### src/hw/rtl/ovd_pkg.sv
`default_nettype none
// ----------------------------------------------------------------------------
// ovd_pkg
// Shared types and constants for the overdrive soft/hard clip and mix unit.
// ----------------------------------------------------------------------------
package ovd_pkg;

	localparam int SAMPLE_W    = 16;
	localparam int GAIN_W      = 12;
	localparam int THR_W       = 15;
	localparam int SOFT_W      = 8;
	localparam int BAL_W       = 9;
	localparam int CFG_IDX_W   = 3;
	localparam int CFG_DATA_W  = 15;

	// gained value, Q.8, exact
	localparam int P_W         = 28;
	// |excess| * 16 with one spare top bit
	localparam int DIV_W       = 32;
	localparam int DIV_STEPS   = 4;
	localparam int DIV_STAGES  = DIV_W / DIV_STEPS;

	localparam logic [GAIN_W-1:0] GAIN_RST           = GAIN_W'(1024);
	localparam logic [THR_W-1:0]  THRESHOLD_SOFT_RST = THR_W'(28000);
	localparam logic [SOFT_W-1:0] SOFTENER_RST       = SOFT_W'(64);
	localparam logic [THR_W-1:0]  THRESHOLD_HARD_RST = THR_W'(32767);
	localparam logic [BAL_W-1:0]  WET_BALANCE_RST    = BAL_W'(256);
	localparam logic [BAL_W-1:0]  DRY_BALANCE_RST    = BAL_W'(0);

	typedef enum logic [CFG_IDX_W-1:0] {
		REG_GAIN           = 3'd0,
		REG_THRESHOLD_SOFT = 3'd1,
		REG_SOFTENER       = 3'd2,
		REG_THRESHOLD_HARD = 3'd3,
		REG_WET_BALANCE    = 3'd4,
		REG_DRY_BALANCE    = 3'd5
	} ovd_reg_e;

	typedef struct packed {
		logic [GAIN_W-1:0] gain;
		logic [THR_W-1:0]  threshold_soft;
		logic [SOFT_W-1:0] softener;
		logic [THR_W-1:0]  threshold_hard;
		logic [BAL_W-1:0]  wet_balance;
		logic [BAL_W-1:0]  dry_balance;
	} ovd_cfg_t;

	// item context carried alongside the divider
	typedef struct packed {
		logic signed [SAMPLE_W-1:0] x;
		logic signed [P_W-1:0]      p;
		logic                       hi;
		logic                       lo;
	} ovd_side_t;

endpackage
`default_nettype wire

### src/hw/rtl/ovd_cfg_regs.sv
`default_nettype none
// ----------------------------------------------------------------------------
// ovd_cfg_regs
// Configuration register file; indexes beyond the list are dropped.
// ----------------------------------------------------------------------------
module ovd_cfg_regs (
	input  wire logic                              clk,
	input  wire logic                              arst_n,
	input  wire logic                              cfg_valid,
	output logic                                   cfg_ready,
	input  wire logic [ovd_pkg::CFG_IDX_W-1:0]     cfg_index,
	input  wire logic [ovd_pkg::CFG_DATA_W-1:0]    cfg_data,
	output ovd_pkg::ovd_cfg_t                      cfg
);

	ovd_pkg::ovd_cfg_t cfg_q;

	assign cfg_ready = 1'b1;
	assign cfg       = cfg_q;

	always_ff @(posedge clk or negedge arst_n) begin
		if (!arst_n) begin
			cfg_q.gain           <= ovd_pkg::GAIN_RST;
			cfg_q.threshold_soft <= ovd_pkg::THRESHOLD_SOFT_RST;
			cfg_q.softener       <= ovd_pkg::SOFTENER_RST;
			cfg_q.threshold_hard <= ovd_pkg::THRESHOLD_HARD_RST;
			cfg_q.wet_balance    <= ovd_pkg::WET_BALANCE_RST;
			cfg_q.dry_balance    <= ovd_pkg::DRY_BALANCE_RST;
		end else if (cfg_valid && cfg_ready) begin
			case (ovd_pkg::ovd_reg_e'(cfg_index))
				ovd_pkg::REG_GAIN: begin
					cfg_q.gain <= cfg_data[ovd_pkg::GAIN_W-1:0];
				end
				ovd_pkg::REG_THRESHOLD_SOFT: begin
					cfg_q.threshold_soft <= cfg_data[ovd_pkg::THR_W-1:0];
				end
				ovd_pkg::REG_SOFTENER: begin
					cfg_q.softener <= cfg_data[ovd_pkg::SOFT_W-1:0];
				end
				ovd_pkg::REG_THRESHOLD_HARD: begin
					cfg_q.threshold_hard <= cfg_data[ovd_pkg::THR_W-1:0];
				end
				ovd_pkg::REG_WET_BALANCE: begin
					cfg_q.wet_balance <= cfg_data[ovd_pkg::BAL_W-1:0];
				end
				ovd_pkg::REG_DRY_BALANCE: begin
					cfg_q.dry_balance <= cfg_data[ovd_pkg::BAL_W-1:0];
				end
				default: begin
				end
			endcase
		end
	end

endmodule
`default_nettype wire

### src/hw/rtl/ovd_div_pipe.sv
`default_nettype none
// ----------------------------------------------------------------------------
// ovd_div_pipe
// Pipelined restoring divider, DIV_STEPS quotient bits per stage, elastic
// valid/ready with per-stage enables so bubbles collapse.
// ----------------------------------------------------------------------------
module ovd_div_pipe (
	input  wire logic                            clk,
	input  wire logic                            arst_n,
	input  wire logic                            in_valid,
	output logic                                 in_ready,
	input  wire logic [ovd_pkg::DIV_W-1:0]       dividend,
	input  wire logic [ovd_pkg::SOFT_W-1:0]      divisor,
	input  wire ovd_pkg::ovd_side_t              side_in,
	output logic                                 out_valid,
	input  wire logic                            out_ready,
	output logic [ovd_pkg::DIV_W-1:0]            quotient,
	output ovd_pkg::ovd_side_t                   side_out
);

	localparam int NS = ovd_pkg::DIV_STAGES;
	localparam int DW = ovd_pkg::DIV_W;
	localparam int RW = ovd_pkg::SOFT_W;

	typedef struct packed {
		logic [DW-1:0] num;
		logic [RW-1:0] rem;
	} div_st_t;

	function automatic div_st_t div_steps(div_st_t st, logic [RW-1:0] d);
		div_st_t     r;
		logic [RW:0] t;
		r = st;
		for (int i = 0; i < ovd_pkg::DIV_STEPS; i++) begin
			t = {r.rem, r.num[DW-1]};
			if (t >= {1'b0, d}) begin
				r.rem = RW'(t - {1'b0, d});
				r.num = {r.num[DW-2:0], 1'b1};
			end else begin
				r.rem = t[RW-1:0];
				r.num = {r.num[DW-2:0], 1'b0};
			end
		end
		return r;
	endfunction

	logic                        v_s   [NS];
	div_st_t                     st_s  [NS];
	logic [RW-1:0]               dvs_s [NS];
	ovd_pkg::ovd_side_t          side_s[NS];
	logic [NS-1:0]               en;

	always_comb begin
		en[NS-1] = !v_s[NS-1] || out_ready;
		for (int k = NS - 2; k >= 0; k--) begin
			en[k] = !v_s[k] || en[k+1];
		end
	end

	assign in_ready  = en[0];
	assign out_valid = v_s[NS-1];
	assign quotient  = st_s[NS-1].num;
	assign side_out  = side_s[NS-1];

	for (genvar k = 0; k < NS; k++) begin : g_stage
		if (k == 0) begin : g_first
			div_st_t st_in;
			assign st_in.num = dividend;
			assign st_in.rem = '0;

			always_ff @(posedge clk or negedge arst_n) begin
				if (!arst_n) begin
					v_s[k] <= 1'b0;
				end else if (en[k]) begin
					v_s[k] <= in_valid;
				end
			end

			always_ff @(posedge clk) begin
				if (en[k] && in_valid) begin
					st_s[k]   <= div_steps(st_in, divisor);
					dvs_s[k]  <= divisor;
					side_s[k] <= side_in;
				end
			end
		end else begin : g_next
			always_ff @(posedge clk or negedge arst_n) begin
				if (!arst_n) begin
					v_s[k] <= 1'b0;
				end else if (en[k]) begin
					v_s[k] <= v_s[k-1];
				end
			end

			always_ff @(posedge clk) begin
				if (en[k] && v_s[k-1]) begin
					st_s[k]   <= div_steps(st_s[k-1], dvs_s[k-1]);
					dvs_s[k]  <= dvs_s[k-1];
					side_s[k] <= side_s[k-1];
				end
			end
		end
	end

	a_rem_below_divisor: assert property (@(posedge clk) disable iff (!arst_n)
		v_s[NS-1] |-> (st_s[NS-1].rem < dvs_s[NS-1]))
		else $error("divider remainder not below divisor");

endmodule
`default_nettype wire

### src/hw/rtl/ovd_clip_mix.sv
`default_nettype none
// ----------------------------------------------------------------------------
// ovd_clip_mix
// Soft-clip rebuild and hard clip, wet/dry products, then sum, truncate
// toward zero and saturate into the output register.
// ----------------------------------------------------------------------------
module ovd_clip_mix (
	input  wire logic                                   clk,
	input  wire logic                                   arst_n,
	input  wire ovd_pkg::ovd_cfg_t                      cfg,
	input  wire logic                                   in_valid,
	output logic                                        in_ready,
	input  wire logic [ovd_pkg::DIV_W-1:0]              quotient,
	input  wire ovd_pkg::ovd_side_t                     side_in,
	output logic                                        out_valid,
	input  wire logic                                   out_ready,
	output logic signed [ovd_pkg::SAMPLE_W-1:0]         sample_out
);

	localparam int SW = 34;
	localparam int YW = 24;
	localparam int WYW = 33;
	localparam int DXW = 25;
	localparam int RW = SW - 16;

	localparam logic signed [RW-1:0] R_MAX = RW'(32767);
	localparam logic signed [RW-1:0] R_MIN = -RW'(32768);

	logic                           v_s1, v_s2, v_s3;
	logic                           en1, en2, en3;
	logic signed [YW-1:0]           y_s1;
	logic signed [ovd_pkg::SAMPLE_W-1:0] x_s1;
	logic signed [WYW-1:0]          wy_s2;
	logic signed [DXW-1:0]          dx_s2;
	logic signed [ovd_pkg::SAMPLE_W-1:0] out_s3;

	logic signed [SW-1:0] t8, qe, pe, soft_val, h8, lim_lo;
	logic signed [YW-1:0] y_nxt;
	logic signed [SW-1:0] wy_full;
	logic signed [25:0]   dx_full;
	logic signed [SW-1:0] acc, acc_adj;
	logic signed [RW-1:0] r;
	logic signed [ovd_pkg::SAMPLE_W-1:0] sat;
	logic signed [SW-1:0] y_chk;

	assign en3      = !v_s3 || out_ready;
	assign en2      = !v_s2 || en3;
	assign en1      = !v_s1 || en2;
	assign in_ready = en1;

	// soft clip rebuild and hard clip
	always_comb begin
		t8     = $signed({11'd0, cfg.threshold_soft, 8'd0});
		qe     = $signed({2'd0, quotient});
		pe     = SW'(side_in.p);
		h8     = $signed({11'd0, cfg.threshold_hard, 8'd0});
		lim_lo = -$signed({10'd0, 16'({1'b0, cfg.threshold_hard} + 16'd1), 8'd0});
		if (side_in.hi) begin
			soft_val = t8 + qe;
		end else if (side_in.lo) begin
			soft_val = -t8 - qe;
		end else begin
			soft_val = pe;
		end
		if (soft_val > h8) begin
			y_nxt = h8[YW-1:0];
		end else if (soft_val < -h8) begin
			y_nxt = lim_lo[YW-1:0];
		end else begin
			y_nxt = soft_val[YW-1:0];
		end
	end

	assign wy_full = $signed({1'b0, cfg.wet_balance}) * y_s1;
	assign dx_full = $signed({1'b0, cfg.dry_balance}) * x_s1;

	always_comb begin
		acc     = SW'(wy_s2) + $signed({dx_s2[DXW-1], dx_s2, 8'd0});
		acc_adj = acc[SW-1] ? acc + SW'(65535) : acc;
		r       = acc_adj[SW-1:16];
		if (r > R_MAX) begin
			sat = ovd_pkg::SAMPLE_W'(R_MAX);
		end else if (r < R_MIN) begin
			sat = ovd_pkg::SAMPLE_W'(R_MIN);
		end else begin
			sat = r[ovd_pkg::SAMPLE_W-1:0];
		end
	end

	always_ff @(posedge clk or negedge arst_n) begin
		if (!arst_n) begin
			v_s1 <= 1'b0;
			v_s2 <= 1'b0;
			v_s3 <= 1'b0;
		end else begin
			if (en1) begin
				v_s1 <= in_valid;
			end
			if (en2) begin
				v_s2 <= v_s1;
			end
			if (en3) begin
				v_s3 <= v_s2;
			end
		end
	end

	always_ff @(posedge clk) begin
		if (en1 && in_valid) begin
			y_s1 <= y_nxt;
			x_s1 <= side_in.x;
		end
		if (en2 && v_s1) begin
			wy_s2 <= wy_full[WYW-1:0];
			dx_s2 <= dx_full[DXW-1:0];
		end
		if (en3 && v_s2) begin
			out_s3 <= sat;
		end
	end

	assign out_valid  = v_s3;
	assign sample_out = out_s3;

	assign y_chk = SW'(y_s1);

	a_y_in_hard_limits: assert property (@(posedge clk) disable iff (!arst_n)
		v_s1 |-> ((y_chk <= h8) && (y_chk >= lim_lo)))
		else $error("clipped value outside hard limits");

endmodule
`default_nettype wire

### src/hw/rtl/overdrive_soft_hard_clip_mix_unit.sv
`default_nettype none
// ----------------------------------------------------------------------------
// overdrive_soft_hard_clip_mix_unit
// Gain, soft clip with divided excess, hard clip, wet/dry mix, saturation.
// ----------------------------------------------------------------------------
// Pipeline: 13 register stages (gain multiply, soft-clip setup, 8 divider
//   stages at 4 quotient bits each, clip, mix products, sum/saturate output
//   register).
// Throughput: one item per cycle while out_ready is high; each stage advances
//   when the next is empty or moving, so bubbles collapse under output stall.
// Reset: clears all valid bits and loads register defaults; payload is not
//   reset.
// ----------------------------------------------------------------------------
module overdrive_soft_hard_clip_mix_unit (
	input  wire logic                                   clk,
	input  wire logic                                   arst_n,
	input  wire logic                                   cfg_valid,
	output logic                                        cfg_ready,
	input  wire logic [ovd_pkg::CFG_IDX_W-1:0]          cfg_index,
	input  wire logic [ovd_pkg::CFG_DATA_W-1:0]         cfg_data,
	input  wire logic                                   in_valid,
	output logic                                        in_ready,
	input  wire logic signed [ovd_pkg::SAMPLE_W-1:0]    sample_in,
	output logic                                        out_valid,
	input  wire logic                                   out_ready,
	output logic signed [ovd_pkg::SAMPLE_W-1:0]         sample_out
);

	localparam int PW = ovd_pkg::P_W;

	ovd_pkg::ovd_cfg_t cfg;

	logic                                v_s1, v_s2;
	logic                                en1, en2;
	logic signed [ovd_pkg::SAMPLE_W-1:0] x_s1;
	logic signed [PW-1:0]                p_s1;
	ovd_pkg::ovd_side_t                  side_s2;
	logic [ovd_pkg::DIV_W-1:0]           dvd_s2;
	logic [ovd_pkg::SOFT_W-1:0]          dvs_s2;

	logic signed [PW:0]                  prod;
	logic signed [PW:0]                  p_ext, t8, d_hi, d_lo;
	logic                                hi, lo;
	logic [PW-2:0]                       mag;
	logic [ovd_pkg::SOFT_W-1:0]          dvs;

	logic                                div_in_ready;
	logic                                div_out_valid;
	logic                                cm_in_ready;
	logic [ovd_pkg::DIV_W-1:0]           quotient;
	ovd_pkg::ovd_side_t                  div_side;

	ovd_cfg_regs u_cfg (
		.clk       (clk),
		.arst_n    (arst_n),
		.cfg_valid (cfg_valid),
		.cfg_ready (cfg_ready),
		.cfg_index (cfg_index),
		.cfg_data  (cfg_data),
		.cfg       (cfg)
	);

	assign en2      = !v_s2 || div_in_ready;
	assign en1      = !v_s1 || en2;
	assign in_ready = en1;

	assign prod = sample_in * $signed({1'b0, cfg.gain});

	// soft-clip region and |excess| * 16
	always_comb begin
		p_ext = (PW + 1)'(p_s1);
		t8    = $signed({6'd0, cfg.threshold_soft, 8'd0});
		hi    = p_ext > t8;
		lo    = p_ext < -t8;
		d_hi  = p_ext - t8;
		d_lo  = -p_ext - t8;
		if (hi) begin
			mag = d_hi[PW-2:0];
		end else if (lo) begin
			mag = d_lo[PW-2:0];
		end else begin
			mag = '0;
		end
		dvs = (cfg.softener == '0) ? ovd_pkg::SOFT_W'(1) : cfg.softener;
	end

	always_ff @(posedge clk or negedge arst_n) begin
		if (!arst_n) begin
			v_s1 <= 1'b0;
			v_s2 <= 1'b0;
		end else begin
			if (en1) begin
				v_s1 <= in_valid;
			end
			if (en2) begin
				v_s2 <= v_s1;
			end
		end
	end

	always_ff @(posedge clk) begin
		if (en1 && in_valid) begin
			x_s1 <= sample_in;
			p_s1 <= prod[PW-1:0];
		end
		if (en2 && v_s1) begin
			side_s2.x  <= x_s1;
			side_s2.p  <= p_s1;
			side_s2.hi <= hi;
			side_s2.lo <= lo;
			dvd_s2     <= {1'b0, mag, 4'd0};
			dvs_s2     <= dvs;
		end
	end

	ovd_div_pipe u_div (
		.clk       (clk),
		.arst_n    (arst_n),
		.in_valid  (v_s2),
		.in_ready  (div_in_ready),
		.dividend  (dvd_s2),
		.divisor   (dvs_s2),
		.side_in   (side_s2),
		.out_valid (div_out_valid),
		.out_ready (cm_in_ready),
		.quotient  (quotient),
		.side_out  (div_side)
	);

	ovd_clip_mix u_mix (
		.clk        (clk),
		.arst_n     (arst_n),
		.cfg        (cfg),
		.in_valid   (div_out_valid),
		.in_ready   (cm_in_ready),
		.quotient   (quotient),
		.side_in    (div_side),
		.out_valid  (out_valid),
		.out_ready  (out_ready),
		.sample_out (sample_out)
	);

	a_region_exclusive: assert property (@(posedge clk) disable iff (!arst_n)
		v_s2 |-> !(side_s2.hi && side_s2.lo))
		else $error("item flagged both above and below soft threshold");

	a_stall_only_when_full: assert property (@(posedge clk) disable iff (!arst_n)
		!in_ready |-> (v_s1 && v_s2 && !div_in_ready))
		else $error("input stalled with a free front stage");

	a_divisor_nonzero: assert property (@(posedge clk) disable iff (!arst_n)
		v_s2 |-> (dvs_s2 != '0))
		else $error("zero divisor entered divider");

endmodule
`default_nettype wire
### config.mk
export PLATFORM = sky130hd
export DESIGN_NAME = overdrive_soft_hard_clip_mix_unit
export DESIGN_NICKNAME = d
export VERILOG_FILES = /design/src/hw/rtl/ovd_pkg.sv /design/src/hw/rtl/ovd_cfg_regs.sv /design/src/hw/rtl/ovd_div_pipe.sv /design/src/hw/rtl/ovd_clip_mix.sv /design/src/hw/rtl/overdrive_soft_hard_clip_mix_unit.sv
export SDC_FILE = /design/constraint.sdc
export NUM_CORES = 2
export LEC_CHECK = 0
export BUFFER_PORTS_ARGS = -buffer_cell sky130_fd_sc_hd__buf_2
export CAP_MARGIN = 20
export CORE_ASPECT_RATIO = 0.8
export CORE_MARGIN = 3
export CORE_UTILIZATION = 34
export CTS_CLUSTER_DIAMETER = 40
export DETAILED_ROUTE_END_ITERATION = 6
export GPL_TIMING_DRIVEN = 0
export PLACE_DENSITY = 0.52
export SYNTH_ARGS = -nofsm -noshare
export SYNTH_HDL_FRONTEND = slang
export SYNTH_SLANG_ARGS = --single-unit
### constraint.sdc
create_clock -name clk -period 24.4 [get_ports clk]
set_input_delay 4.88 -clock clk [delete_from_list [all_inputs] [get_ports clk]]
set_output_delay 4.88 -clock clk [all_outputs]
set_load 0.01 [all_outputs]
==> reports/metrics.cfg <==
[outcome]
status=completed

[layout]
n_fill_cell=20900
regArea_sq_um=30500
multi_input_area_sq_um=39900
syn2layout_area_growth_pct=11.5
final_layout_size_suffix_gt1_share_pct=8.06
fin_nets=8018

[clocking]
post-cts-setup-buffer-count=0
cts_tree=done
cts_sinks=1028
clockRootBuffer=clkbuf_16
cts_hold_buffers=0
post_cts_resized=0
cts_buffers=118
worstSkewPairLatency_ps=750
clockBufferDepth=3
h-tree-depth=3
clk_pin_slew_worst_paths_ps=60

[critical_path]
critPathMaxFanout=10
r2r_cells=47
crit_buf_inv=6
start_kind=register
crit_top_cell=o21ai_0
cpPeakStageDelay_ps=540
r2r_start=u_div.dvs_s[1][9]
ff2ff_setup_slack_ps=12410
arrival_ps=12440
r2r-end=u_div.st_s[1][84]
cp-end-kind=register
setup.worst_path.class=reg -> reg
critical_path.top_delay_family=compound AO/OA/AOI/OAI gates
cp_slowest_cell=nor2_1
crit_required_ps=24850

[sta]
hold_violations=0
period_share_pct=49.1
skew_ps=55.9
clock.fmax_ghz=0.0834
setup_viol=0
rsz0062_at_grt=no
slew_violations=0
tightest_slew_ps=1190
fin_crit_ps=11990
slew_headroom_pct=19.6
setup_tns_ps=0

[global_routing]
grt_pass1_vias=49200
grt_first_pass_wirelength_mm=294
grt-ovfl-total=0
grt_usage_pct=16.8
grt_max_degree=54
antenna_found_initial=14

[hold_path]
worstHoldStart=u_div.st_s[1][53]
whs_endpoint=u_div.st_s[1][97]
min_path_type=reg -> reg
min_path_cells=0

[job]
cap_violations=0

[floorplanning]
fp.dieArea_sq_um=224000
die_x_um=529
core.rowCount=152
core_sq_um=216000
die_h_um=424
start_util_pct=34.4
ioPinCount=58

[synth]
yosysTopAreaCell=edfxtp_1
synth_top_cell_area_share_pct=38.3
async_flop_share_pct=7.88
synth-main-ff-cell=edfxtp_1
ys_seq_area_share_pct=41.0
synth.distinct_cells=103
synth_area_sq_um=74300
synth.avg_cell_area_sq_um=11.2
yosysMostFrequentCell=edfxtp_1
synth_common_cells=947 x edfxtp_1, 862 x inv_1, 659 x ha_1
synth-seq-cells=1028
yosysWarnings=0
synth_area_leaders=edfxtp_1 38%, fa_1 13%, ha_1 11%
syn_inst=6617
synth-edff-count=947

[route]
dr_total_vias=49100
drcViolationCount=0
wl_per_cell_um=19.3
drtPass1Iterations=5
drtIter0Drc=3592
via_per_inst=5.02
detail-route-antenna-nets=0
drt_wl_total_mm=189

[placed_design]
port_buffers=56
place_congestion=0.902
dp_hpwl_mm=149

routing by layer:
layer	global-route usage, %	vias up	share of wire [%]
li1	-	23500	-
met5	0	-	0
met2	24.9	1210	43
met4	5.57	0	3.0
met3	2.59	240	5.4
met1	25.1	24200	49
worst max path at each step:
stage	from	end	cells after the start
after floorplan	out_ready	in_ready	8
after global placement	out_ready	u_div.st_s[0][142]	7
after detailed placement	out_ready	in_ready	10
after CTS	out_ready	in_ready	10
after global routing	u_div.dvs_s[1][9]	u_div.st_s[1][82]	47
final	u_div.dvs_s[1][9]	u_div.st_s[1][84]	47
cell families after synthesis:
kind of cell / count (synthesis) / synth area share [%]
XOR/XNOR: 357 / 4.21
other: 2 / 0.0101
AO/OA/AOI/OAI: 1128 / 9.99
buffers and inverters: 1010 / 5.33
flip-flops: 1028 / 41.0
adder cells (fa/ha/maj): 1160 / 24.6
AND/OR/NAND/NOR: 1719 / 11.7
multiplexers: 213 / 3.13
state kept, by name (all words and copies together), names as in the netlist, 7 cells and up:
register and flops:
u_mix.wy_s2 33, u_div.side_s 368, u_div.st_s 284, u_mix.dx_s2 25
u_mix.y_s1 24, u_div.dvs_s 56, dvd_s2 27, u_mix.sample_out 16
side_s2 46, x_s1 16, p_s1 28, u_div.v_s 7
dvs_s2 8, u_mix.x_s1 16, u_cfg.cfg 68
cells in the final DEF, fill, tap and decap left out, drive strengths merged, types with 43 or more instances in the layout:
cell type	n
edfxtp	947
inv	882
ha	659
fa	501
nand2	492
and2	376
o21ai	279
nor2	277
a21oi	269
xnor2	261
clkbuf	260
mux2	155
a21o	122
nor3	108
buf	102
nand3	100
xor2	96
nor2b	81
nand4	62
mux2i	58
dfrtp	56
o21a	55
clkinv	51
nand2b	45
o21bai	45
and3	43
through the flow:
step / setup slack [ps] / instances / util (%) / cell area (sq um) / hold WS [ps]
floorplan: 13370 / 6619 / - / 74300 / 400
global placement: 10590 / 9524 / 36.2 / 78200 / 400
detailed placement: 12460 / 9548 / 36.5 / 78800 / 405
CTS: 12450 / 9773 / 38.4 / 82900 / 402
global route: 11390 / 9776 / 38.4 / 82900 / 408
finish: 12410 / 9783 / 38.4 / 82900 / 402
cell type report:
| type | instances | area share [%] |
|---|---|---|
| Antenna cell | 10 | 0.0302 |
| Buffer | 143 | 0.856 |
| Clock buffer | 141 | 3.72 |
| Clock inverter | 84 | 1.22 |
| Inverter | 867 | 3.93 |
| Multi-Input combinational cell | 4581 | 48.2 |
| Sequential cell | 1028 | 36.8 |
| Tap cell | 2849 | 4.30 |
| Timing Repair Buffer | 80 | 0.992 |
worst register-to-register path, delay by kind of cell, from the launching register on:
family | cells | cell delay [ps]
and+or+nand+nor | 7 | 1440
buffers and inverters | 6 | 1110
muxes | 1 | 310
adders and majority gates | 4 | 1200
DFF | 1 | 480
AOI/OAI and AO/OA | 29 | 7160
Power is left out: the tool's default activity adds up to more than one toggle a clock period on the data nets, which glitch-free logic cannot reach.
